### config.mk
export PLATFORM = sky130hd
export DESIGN_NAME = compass_heading_from_magnetometer_core
export DESIGN_NICKNAME = d
export VERILOG_FILES = /design/src/rtl/core/chp_pkg.sv /design/src/rtl/core/compass_heading_from_magnetometer_core.sv /design/src/rtl/core/chp_prerot.sv /design/src/rtl/core/chp_cordic.sv /design/src/rtl/core/chp_heading.sv
export SDC_FILE = /design/constraint.sdc
export NUM_CORES = 2
export LEC_CHECK = 0
export BUFFER_PORTS_ARGS = -buffer_cell sky130_fd_sc_hd__buf_2
export CORE_MARGIN = 8
export CORE_UTILIZATION = 65
export CTS_BUF_LIST = sky130_fd_sc_hd__clkbuf_4
export DETAILED_ROUTE_END_ITERATION = 8
export PLACE_DENSITY = 0.84
export SLEW_MARGIN = 20
export SYNTH_ARGS = -nofsm -noshare
export SYNTH_HDL_FRONTEND = slang
export SYNTH_SLANG_ARGS = --single-unit
### constraint.sdc
create_clock -name aclk -period 64.5 [get_ports aclk]
set_clock_uncertainty 0.05 [all_clocks]
set_input_delay 19.35 -clock aclk [delete_from_list [all_inputs] [get_ports aclk]]
set_output_delay 19.35 -clock aclk [all_outputs]
set_load 0.05 [all_outputs]
### src/rtl/core/chp_pkg.sv
package chp_pkg;

    localparam int CORDIC_STEPS = 16;
    localparam int TABLE_LEN    = 24;

    localparam int MAG_W    = 16;
    localparam int MAG_EW   = MAG_W + 1;
    localparam int VEC_SHIFT = 14;
    localparam int XW       = 34;
    localparam int ZW       = 26;
    localparam int FINE_SHIFT = 10;
    localparam int BASE_W   = ZW - FINE_SHIFT;
    localparam int CORR_W   = 16;
    localparam int SUM_W    = 19;
    localparam int ACC_W    = 17;
    localparam int HEAD_W   = 15;

    localparam int FULL_TURN      = 23040;
    localparam int HALF_TURN_FINE = 180 * 65536;
    localparam int ROUND_HALF     = 512;

    typedef logic signed [XW-1:0]     vec_t;
    typedef logic signed [ZW-1:0]     ang_t;
    typedef logic signed [BASE_W-1:0] base_t;

    typedef struct packed {
        logic zero;
        vec_t x;
        vec_t y;
        ang_t z;
    } cordic_t;

    // atan(2^-i) in 2^-16 degree
    function automatic ang_t atan_fine(input int i);
        ang_t v;
        case (i)
            0:       v = ZW'(2949120);
            1:       v = ZW'(1740967);
            2:       v = ZW'(919879);
            3:       v = ZW'(466945);
            4:       v = ZW'(234379);
            5:       v = ZW'(117304);
            6:       v = ZW'(58666);
            7:       v = ZW'(29335);
            8:       v = ZW'(14668);
            9:       v = ZW'(7334);
            10:      v = ZW'(3667);
            11:      v = ZW'(1833);
            12:      v = ZW'(917);
            13:      v = ZW'(458);
            14:      v = ZW'(229);
            15:      v = ZW'(115);
            16:      v = ZW'(57);
            17:      v = ZW'(29);
            18:      v = ZW'(14);
            19:      v = ZW'(7);
            20:      v = ZW'(4);
            21:      v = ZW'(2);
            22:      v = ZW'(1);
            default: v = '0;
        endcase
        return v;
    endfunction

endpackage

### src/rtl/core/compass_heading_from_magnetometer_core.sv
// channel   handshake          payload
// s_        s_valid / s_ready  s_mag_x, s_mag_y, s_mag_z (16 bit signed)
// m_        m_valid / m_ready  m_heading (15 bit, 1/64 degree, 0..23039)
// cfg       cfg_we             cfg_wdata (heading correction, 16 bit signed)
//
// one sample per cycle while the output is not stalled; pipeline stages:
// one prerotation stage, one stage per cordic iteration, four rounding/wrap stages
// the whole pipeline advances when the output register is empty or taken
// a one-entry input skid register keeps s_ready off the m_ready path
// synchronous active-low reset clears valid bits and sets the correction to 0
module compass_heading_from_magnetometer_core
    import chp_pkg::*;
(
    input  logic                     aclk,
    input  logic                     aresetn,
    input  logic                     s_valid,
    output logic                     s_ready,
    input  logic signed [MAG_W-1:0]  s_mag_x,
    input  logic signed [MAG_W-1:0]  s_mag_y,
    input  logic signed [MAG_W-1:0]  s_mag_z,
    output logic                     m_valid,
    input  logic                     m_ready,
    output logic [HEAD_W-1:0]        m_heading,
    input  logic                     cfg_we,
    input  logic signed [CORR_W-1:0] cfg_wdata
);

    logic                     en;
    logic                     skid_valid_reg;
    logic                     skid_valid_next;
    logic signed [MAG_W-1:0]  skid_x_reg;
    logic signed [MAG_W-1:0]  skid_y_reg;
    logic signed [MAG_W-1:0]  skid_z_reg;
    logic                     src_valid;
    logic signed [MAG_W-1:0]  src_x;
    logic signed [MAG_W-1:0]  src_y;
    logic signed [MAG_W-1:0]  src_z;
    logic signed [CORR_W-1:0] corr_reg;
    logic                     pre_valid;
    cordic_t                  pre_data;
    logic                     cor_valid;
    cordic_t                  cor_data;

    assign en      = !m_valid || m_ready;
    assign s_ready = !skid_valid_reg;

    always_comb begin
        src_valid = skid_valid_reg || s_valid;
        src_x     = skid_valid_reg ? skid_x_reg : s_mag_x;
        src_y     = skid_valid_reg ? skid_y_reg : s_mag_y;
        src_z     = skid_valid_reg ? skid_z_reg : s_mag_z;

        skid_valid_next = skid_valid_reg;
        if (skid_valid_reg && en) begin
            skid_valid_next = 1'b0;
        end else if (s_valid && s_ready && !en) begin
            // transaction taken while the pipeline is held
            skid_valid_next = 1'b1;
        end
    end

    always_ff @(posedge aclk) begin
        if (!aresetn) begin
            skid_valid_reg <= 1'b0;
            corr_reg       <= '0;
        end else begin
            skid_valid_reg <= skid_valid_next;
            if (cfg_we) begin
                corr_reg <= cfg_wdata;
            end
        end
    end

    always_ff @(posedge aclk) begin
        if (s_valid && s_ready && !en) begin
            skid_x_reg <= s_mag_x;
            skid_y_reg <= s_mag_y;
            skid_z_reg <= s_mag_z;
        end
    end

    chp_prerot u_prerot (
        .aclk      (aclk),
        .aresetn   (aresetn),
        .en        (en),
        .in_valid  (src_valid),
        .mag_x     (src_x),
        .mag_y     (src_y),
        .mag_z     (src_z),
        .out_valid (pre_valid),
        .out_data  (pre_data)
    );

    chp_cordic u_cordic (
        .aclk      (aclk),
        .aresetn   (aresetn),
        .en        (en),
        .in_valid  (pre_valid),
        .in_data   (pre_data),
        .out_valid (cor_valid),
        .out_data  (cor_data)
    );

    chp_heading u_heading (
        .aclk       (aclk),
        .aresetn    (aresetn),
        .en         (en),
        .in_valid   (cor_valid),
        .in_data    (cor_data),
        .correction (corr_reg),
        .out_valid  (m_valid),
        .heading    (m_heading)
    );

endmodule

### src/rtl/core/chp_prerot.sv
module chp_prerot
    import chp_pkg::*;
(
    input  logic                    aclk,
    input  logic                    aresetn,
    input  logic                    en,
    input  logic                    in_valid,
    input  logic signed [MAG_W-1:0] mag_x,
    input  logic signed [MAG_W-1:0] mag_y,
    input  logic signed [MAG_W-1:0] mag_z,
    output logic                    out_valid,
    output cordic_t                 out_data
);

    logic                     valid_reg;
    cordic_t                  data_reg;
    cordic_t                  data_next;
    logic signed [MAG_EW-1:0] mx;
    logic signed [MAG_EW-1:0] my;
    logic signed [MAG_EW-1:0] num;
    logic signed [MAG_EW-1:0] den;
    vec_t                     x0;
    vec_t                     y0;

    always_comb begin
        mx = {mag_x[MAG_W-1], mag_x};
        my = {mag_y[MAG_W-1], mag_y};
        // z sign picks the sense of both axes
        if (!mag_z[MAG_W-1]) begin
            num = -mx;
            den = my;
        end else begin
            num = mx;
            den = -my;
        end
        x0 = {{(XW-MAG_EW){den[MAG_EW-1]}}, den} <<< VEC_SHIFT;
        y0 = {{(XW-MAG_EW){num[MAG_EW-1]}}, num} <<< VEC_SHIFT;

        data_next.zero = (num == '0) && (den == '0);
        data_next.x    = x0;
        data_next.y    = y0;
        data_next.z    = '0;
        // left half plane: turn by 180 degrees first
        if (den[MAG_EW-1]) begin
            data_next.x = -x0;
            data_next.y = -y0;
            data_next.z = num[MAG_EW-1] ? -ang_t'(HALF_TURN_FINE) : ang_t'(HALF_TURN_FINE);
        end
    end

    always_ff @(posedge aclk) begin
        if (!aresetn) begin
            valid_reg <= 1'b0;
        end else if (en) begin
            valid_reg <= in_valid;
        end
    end

    always_ff @(posedge aclk) begin
        if (en) begin
            data_reg <= data_next;
        end
    end

    assign out_valid = valid_reg;
    assign out_data  = data_reg;

endmodule

### src/rtl/core/chp_cordic.sv
module chp_cordic
    import chp_pkg::*;
(
    input  logic    aclk,
    input  logic    aresetn,
    input  logic    en,
    input  logic    in_valid,
    input  cordic_t in_data,
    output logic    out_valid,
    output cordic_t out_data
);

    logic    valid_reg [CORDIC_STEPS];
    cordic_t st_reg    [CORDIC_STEPS];
    cordic_t st_next   [CORDIC_STEPS];
    cordic_t st_in     [CORDIC_STEPS];
    logic    v_in      [CORDIC_STEPS];

    for (genvar i = 0; i < CORDIC_STEPS; i++) begin : g_step
        if (i == 0) begin : g_first
            assign st_in[i] = in_data;
            assign v_in[i]  = in_valid;
        end else begin : g_rest
            assign st_in[i] = st_reg[i-1];
            assign v_in[i]  = valid_reg[i-1];
        end

        always_comb begin
            st_next[i] = st_in[i];
            if (i < TABLE_LEN) begin
                // rotate toward the x axis, shift is fixed per stage
                if (!st_in[i].y[XW-1]) begin
                    st_next[i].x = st_in[i].x + (st_in[i].y >>> i);
                    st_next[i].y = st_in[i].y - (st_in[i].x >>> i);
                    st_next[i].z = st_in[i].z + atan_fine(i);
                end else begin
                    st_next[i].x = st_in[i].x - (st_in[i].y >>> i);
                    st_next[i].y = st_in[i].y + (st_in[i].x >>> i);
                    st_next[i].z = st_in[i].z - atan_fine(i);
                end
            end
        end

        always_ff @(posedge aclk) begin
            if (!aresetn) begin
                valid_reg[i] <= 1'b0;
            end else if (en) begin
                valid_reg[i] <= v_in[i];
            end
        end

        always_ff @(posedge aclk) begin
            if (en) begin
                st_reg[i] <= st_next[i];
            end
        end
    end

    assign out_valid = valid_reg[CORDIC_STEPS-1];
    assign out_data  = st_reg[CORDIC_STEPS-1];

endmodule

### src/rtl/core/chp_heading.sv
module chp_heading
    import chp_pkg::*;
(
    input  logic                     aclk,
    input  logic                     aresetn,
    input  logic                     en,
    input  logic                     in_valid,
    input  cordic_t                  in_data,
    input  logic signed [CORR_W-1:0] correction,
    output logic                     out_valid,
    output logic [HEAD_W-1:0]        heading
);

    localparam logic signed [SUM_W-1:0] WRAP_BIAS = SUM_W'(3 * FULL_TURN);
    localparam logic [ACC_W-1:0] TURN1 = ACC_W'(FULL_TURN);
    localparam logic [ACC_W-1:0] TURN2 = ACC_W'(2 * FULL_TURN);
    localparam logic [ACC_W-1:0] TURN4 = ACC_W'(4 * FULL_TURN);

    logic [3:0]               valid_reg;
    base_t                    base_reg;
    base_t                    base_next;
    ang_t                     z_round;
    logic [ACC_W-1:0]         sum_reg;
    logic [ACC_W-1:0]         sum_next;
    logic signed [SUM_W-1:0]  sum_wide;
    logic [ACC_W-1:0]         part_reg;
    logic [ACC_W-1:0]         part_next;
    logic [ACC_W-1:0]         part_a;
    logic [ACC_W-1:0]         fin_a;
    logic [HEAD_W-1:0]        heading_reg;
    logic [HEAD_W-1:0]        heading_next;

    always_comb begin
        // round half up to 1/64 degree, zero vector gives 0
        z_round   = in_data.z + ang_t'(ROUND_HALF);
        base_next = in_data.zero ? '0 : BASE_W'(z_round >>> FINE_SHIFT);

        // biased so the sum is never negative
        sum_wide = {{(SUM_W-CORR_W){correction[CORR_W-1]}}, correction}
                 - {{(SUM_W-BASE_W){base_reg[BASE_W-1]}}, base_reg}
                 + WRAP_BIAS;
        sum_next = sum_wide[ACC_W-1:0];

        part_a    = (sum_reg >= TURN4) ? sum_reg - TURN4 : sum_reg;
        part_next = (part_a >= TURN2) ? part_a - TURN2 : part_a;

        fin_a        = (part_reg >= TURN1) ? part_reg - TURN1 : part_reg;
        heading_next = fin_a[HEAD_W-1:0];
    end

    always_ff @(posedge aclk) begin
        if (!aresetn) begin
            valid_reg <= '0;
        end else if (en) begin
            valid_reg <= {valid_reg[2:0], in_valid};
        end
    end

    always_ff @(posedge aclk) begin
        if (en) begin
            base_reg    <= base_next;
            sum_reg     <= sum_next;
            part_reg    <= part_next;
            heading_reg <= heading_next;
        end
    end

    assign out_valid = valid_reg[3];
    assign heading   = heading_reg;

endmodule

# --- Word-level counts from Yosys, hierarchy flattened ---
# Memories as Yosys holds them, arrays and structs flattened. A register that Yosys moved wholly into a read port is not among the register bits.
# Index checks and enable logic that the tools add are counted.
word_totals:
  ramBits: 1536
  reg_bits: 230
  inputBits: 69
  output_inout_bits: 17
  memories: 2
  wordCells: 204
memory_table:
  columns: ["name", "depth", "word_bits", "read_ports", "rd_clocked_by_memory_dff", "write_ports", "line", "text"]
  rows:
  - ["u_cordic.st_reg", 16, 95, 16, 0, 16, "chp_cordic.sv:14", "cordic_t st_reg [CORDIC_STEPS];"]
  - ["u_cordic.valid_reg", 16, 1, 16, 1, 16, "chp_cordic.sv:13", "logic valid_reg [CORDIC_STEPS];"]
op_classes:
  mux: 47
  n_addsub: 105
  reduce_logical: 13
  n_bitwise: 17
  order_cmp: 3
ops:
  columns: ["cell", "n"]
  rows:
  - ["$mux W94", 16]
  - ["$mux W90", 1]
  - ["$add A34 B19 Y34", 2]
  - ["$add A34 B20 Y34", 2]
  - ["$add A34 B21 Y34", 2]
  - ["$add A34 B22 Y34", 2]
  - ["$add A34 B23 Y34", 2]
  - ["$add A34 B24 Y34", 2]
  - ["$add A34 B25 Y34", 2]
  - ["$add A34 B26 Y34", 2]
  - ["$add A34 B27 Y34", 2]
  - ["$add A34 B28 Y34", 2]
  - ["$add A34 B29 Y34", 2]
  - ["$add A34 B30 Y34", 2]
  - ["$add A34 B31 Y34", 2]
  - ["$add A34 B32 Y34", 2]
  - ["$add A34 B33 Y34", 2]
  - ["$mux W17", 4]
  - ["$neg A31 Y34", 2]
  - ["$sub A34 B19 Y34", 2]
  - ["$sub A34 B20 Y34", 2]
  - ["$sub A34 B21 Y34", 2]
  - ["$sub A34 B22 Y34", 2]
  - ["$sub A34 B23 Y34", 2]
  - ["64 further kinds", 122]

# --- Depth between registers and ports, before layout ---
depth:
  word_depth: 6
  depth_mapped: 22
  depth_no_buf: 22

# --- By module ---
# A second synthesis with hierarchy kept.
unflattened:
  cells_unflattened: 14552
  hier_area_um2: 140408.4
by_module_without_submodules:
  columns: ["module", "n_inst", "area_each_um2", "cells_per_inst"]
  rows:
  - ["chp_cordic", 1, 129868.3, 13653]
  - ["chp_heading", 1, 3991.3, 354]
  - ["chp_prerot", 1, 3654.8, 386]
  - ["compass_heading_from_magnetometer_core", 1, 2894.0, 159]

# --- Worst setup path before layout ---
# No wires, ideal clock.
synth_timing:
  path_kind: "input to register"
  from: "input port m_ready"
  to: "memory u_cordic.valid_reg[0], data pin"
  stages: 5
  slack_ps: 6160
  n_path_buf: 2
  arrival_ps: 57954
  setup_time_ps: 336
  cell_sequence: "nor2b_1 -> clkbuf_1 -> inv_1 -> clkbuf_1 -> and3_1"
synth_rtl:
  columns: ["item", "line", "text"]
  rows:
  - ["start, declared", "compass_heading_from_magnetometer_core.sv:22", "input logic m_ready,"]
  - ["end, declared", "chp_cordic.sv:13", null]

==> summary.md <==
| Metric | Value |
|---|---|
| #FFs+latches synth | about 1,400 |
| Hold Fails Final Rpt | 0 |
| Hold Crit Class | reg2reg |
| Core Area | 173,000 sq um |
| Worst-Margin Slew | 1.16 ns |
| First-pass GRT wire length | between 400,000 and 500,000 um |
| Cells after Synth | approximately 12,000 |
| Multi-input logic area | about 68,000 sq um |
| Cell variety after synth | approximately 110 |
| Crit path time final | 22.53 ns |
| Die ar. | roughly 190,000 sq um |
| WP buf/inv | 6 |
| CTS tree | built |
| Sequence of cells on the critical path | buf_2 -> nor2b_1 -> inv_8 -> buf_4 -> buf_4 -> buf_4 -> buf_4 |
| WHS | 0.366 ns |
| Worst slew margin | 22.6% |
| Fill count | 13,300 |
| Count of final max-slew check failures | 0 |
| # Max-Cap Violations | 0 |
| Area contributors post-synth | edfxtp_1 (36%), ha_1 (14%), xnor2_1 (8.5%), a21oi_1 (5.1%), xor2_1 (4.3%) |
| Top-area cell type share of the netlist area | 36.4% |
| Final ANT Viol Nets | 0 |
| Syn avg cell area | 9.58 sq um |
| Hold buffers post-CTS | 0 |
| Post-synthesis cell area | 113,000 sq um |
| Most used cell along the critical path | buf_4 |
| DRT iter0 DRCs | roughly 7,300 |
| Via/cell ratio | 6.20 |
| RSZ-0062 raised after global routing | false |
| Worst path slowest cell | buf_4 |
| Die width | 433 um |
| Post-synth top area cell | edfxtp_1 |
| Root Buffer | clkbuf_4 |
| Final period util | a little over a third |
| Accumulated negative setup slack | 0 ns |
| WS Path Type | in2reg |
| Overall routed net length | 283,000 um |
| Drt first pass iters | 8 |
| Setup bufs post-CTS | 0 |
| CP delay by family, top | buffers and inverters |
| Largest net degree at the start of global routing | about 190 |
| Final nets | 13,500 |
| CTS-repair resized insts | 0 |
| WP data arrival | roughly 23 ns |
| Seq/Total Area, Yosys | between 30% and 40% |
| Max incr delay on CP | between 0.9 and 1 ns |
| Asr flop ratio synth | 0% |
| Layout cells sized above 1 | 6.69% |
| Vias in the first global route | 88,100 |
| Final Util | between 60% and 70% |
| Most common cell in the netlist | edfxtp_1 |
| Sequential cell area | 41,600 sq um |
| DP Cell Count | 14,000 |
| Avg WL per Cell | 19.2 um |
| RePlAce Congestion | roughly 1.0 |
| I/O pin total | 86 |
| Status | completed |
| Synthesis warning total | 0 |
| Initial Util | roughly 65% |
| Antenna violations before repair | 3 |
| Die height | 433 um |
| Final Instance Count excl. Fillers | 14,700 |
| Number of clock sinks | 1,392 |
| Total grt overflow | 0 |
| Post-route DRC violation count | 0 |
| WP data required | 65.45 ns |
| Reg clk slew, reported paths | 0.06 ns |
| Total vias in the final route | 91,200 |
| H-tree depth | 5 |
| Predominant post-synthesis flop cell | edfxtp_1 |
| Clock buffer depth | 4 |
| Num rows | 153 |
| Post-DP HPWL | 218,000 um |
| CP endpoint kind | register |
| Crit path max fanout | 122 |
| CTS Buf Count | 385 |
| Syn-to-layout area delta | 6.62% |
| F_max | 44.4 MHz |
| Worst-skew pair later-pin latency | 1.40 ns |
| Final setup fails | 0 |
| Port Buffers | 70 |
| Largest register FFs | 1,212 |
| Post-synth top cells | edfxtp_1 (1,369), ha_1 (1,260), nor2_1 (1,176) |
| Startpoint types | input pin |
| Post-synth EDFFs | 1,369 |
| GRT Total Usage | 29.0% |
[layer usage]
layer / share of wire (%) / GRT usage, % / wire (um) / vias up
met1: 42 / 36.9 / 119000 / 43200
met4: 4.9 / 14.1 / 13700 / 2
met3: 6.4 / 4.47 / 18100 / 791
met5: 0.0071 / 0 / 20 / -
li1: - / - / - / 44100
met2: 47 / 48.4 / 132000 / 3123
[final cells by class]
type	instances	area share, %
diodes	8	0.0166
clock buffers	494	3.08
clock inverters	152	0.688
inverters	619	1.94
multi-input cells	9594	56.7
flip-flops and latches	1392	34.5
well taps	2325	2.42
repair buffers	119	0.610
[through the flow]
step                setup slack, ns  area (sq um)
floorplan                      6.16        113000
global placement              40.65        116000
detailed placement            40.48        116000
CTS                           42.03        120000
global route                  41.65        120000
finish                        41.97        120000
[path summary, 6_finish.rpt]
kind	startpoint	to	slack [ns]	cells after the start
worst min-delay path	u_cordic.st_reg[1][379]	u_cordic.st_reg[1][474]	0.37	0
worst max register to register	u_cordic.st_reg[0][448]	u_cordic.st_reg[0][534]	58.64	18
worst max-delay path	m_ready	u_cordic.st_reg[0][672]	41.97	7
worst min register to register	u_cordic.st_reg[1][379]	u_cordic.st_reg[1][474]	0.37	0
[cells by family (layout without fill, tap and decap cells)]
family                     count (synthesis)  in the layout  share of synthesized area [%]
adders and majority gates               1295           1295                           14.6
buffers and inverters                    805           1384                           2.71
AOI/OAI and AO/OA                       3239           3239                           18.1
xor gates and xnor gates                1648           1648                           12.8
other                                      1             11                        0.00332
muxes                                    127            127                           1.19
and+or+nand+nor                         3282           3282                           13.8
DFF                                     1392           1392                           36.8
[layout by cell type, fill, tap and decap left out, drive strengths merged, types with 117 or more instances in the layout]
cell / Yosys / routed
edfxtp: 1369 / 1369
ha: 1260 / 1260
nor2: 1179 / 1179
a21oi: 1156 / 1156
xnor2: 1094 / 1094
nand2: 623 / 623
inv: 612 / 615
o21ai: 567 / 567
xor2: 554 / 554
clkbuf: 138 / 494
a21o: 416 / 416
nor3: 338 / 338
nand3: 199 / 199
o21bai: 180 / 180
nor2b: 177 / 177
o21a: 162 / 162
nand2b: 160 / 160
clkinv: 7 / 147
a31oi: 131 / 131
buf: 48 / 119
and3: 117 / 117
Power is left out: the tool's default activity adds up to more than one toggle a clock period on the data nets, which glitch-free logic cannot reach.
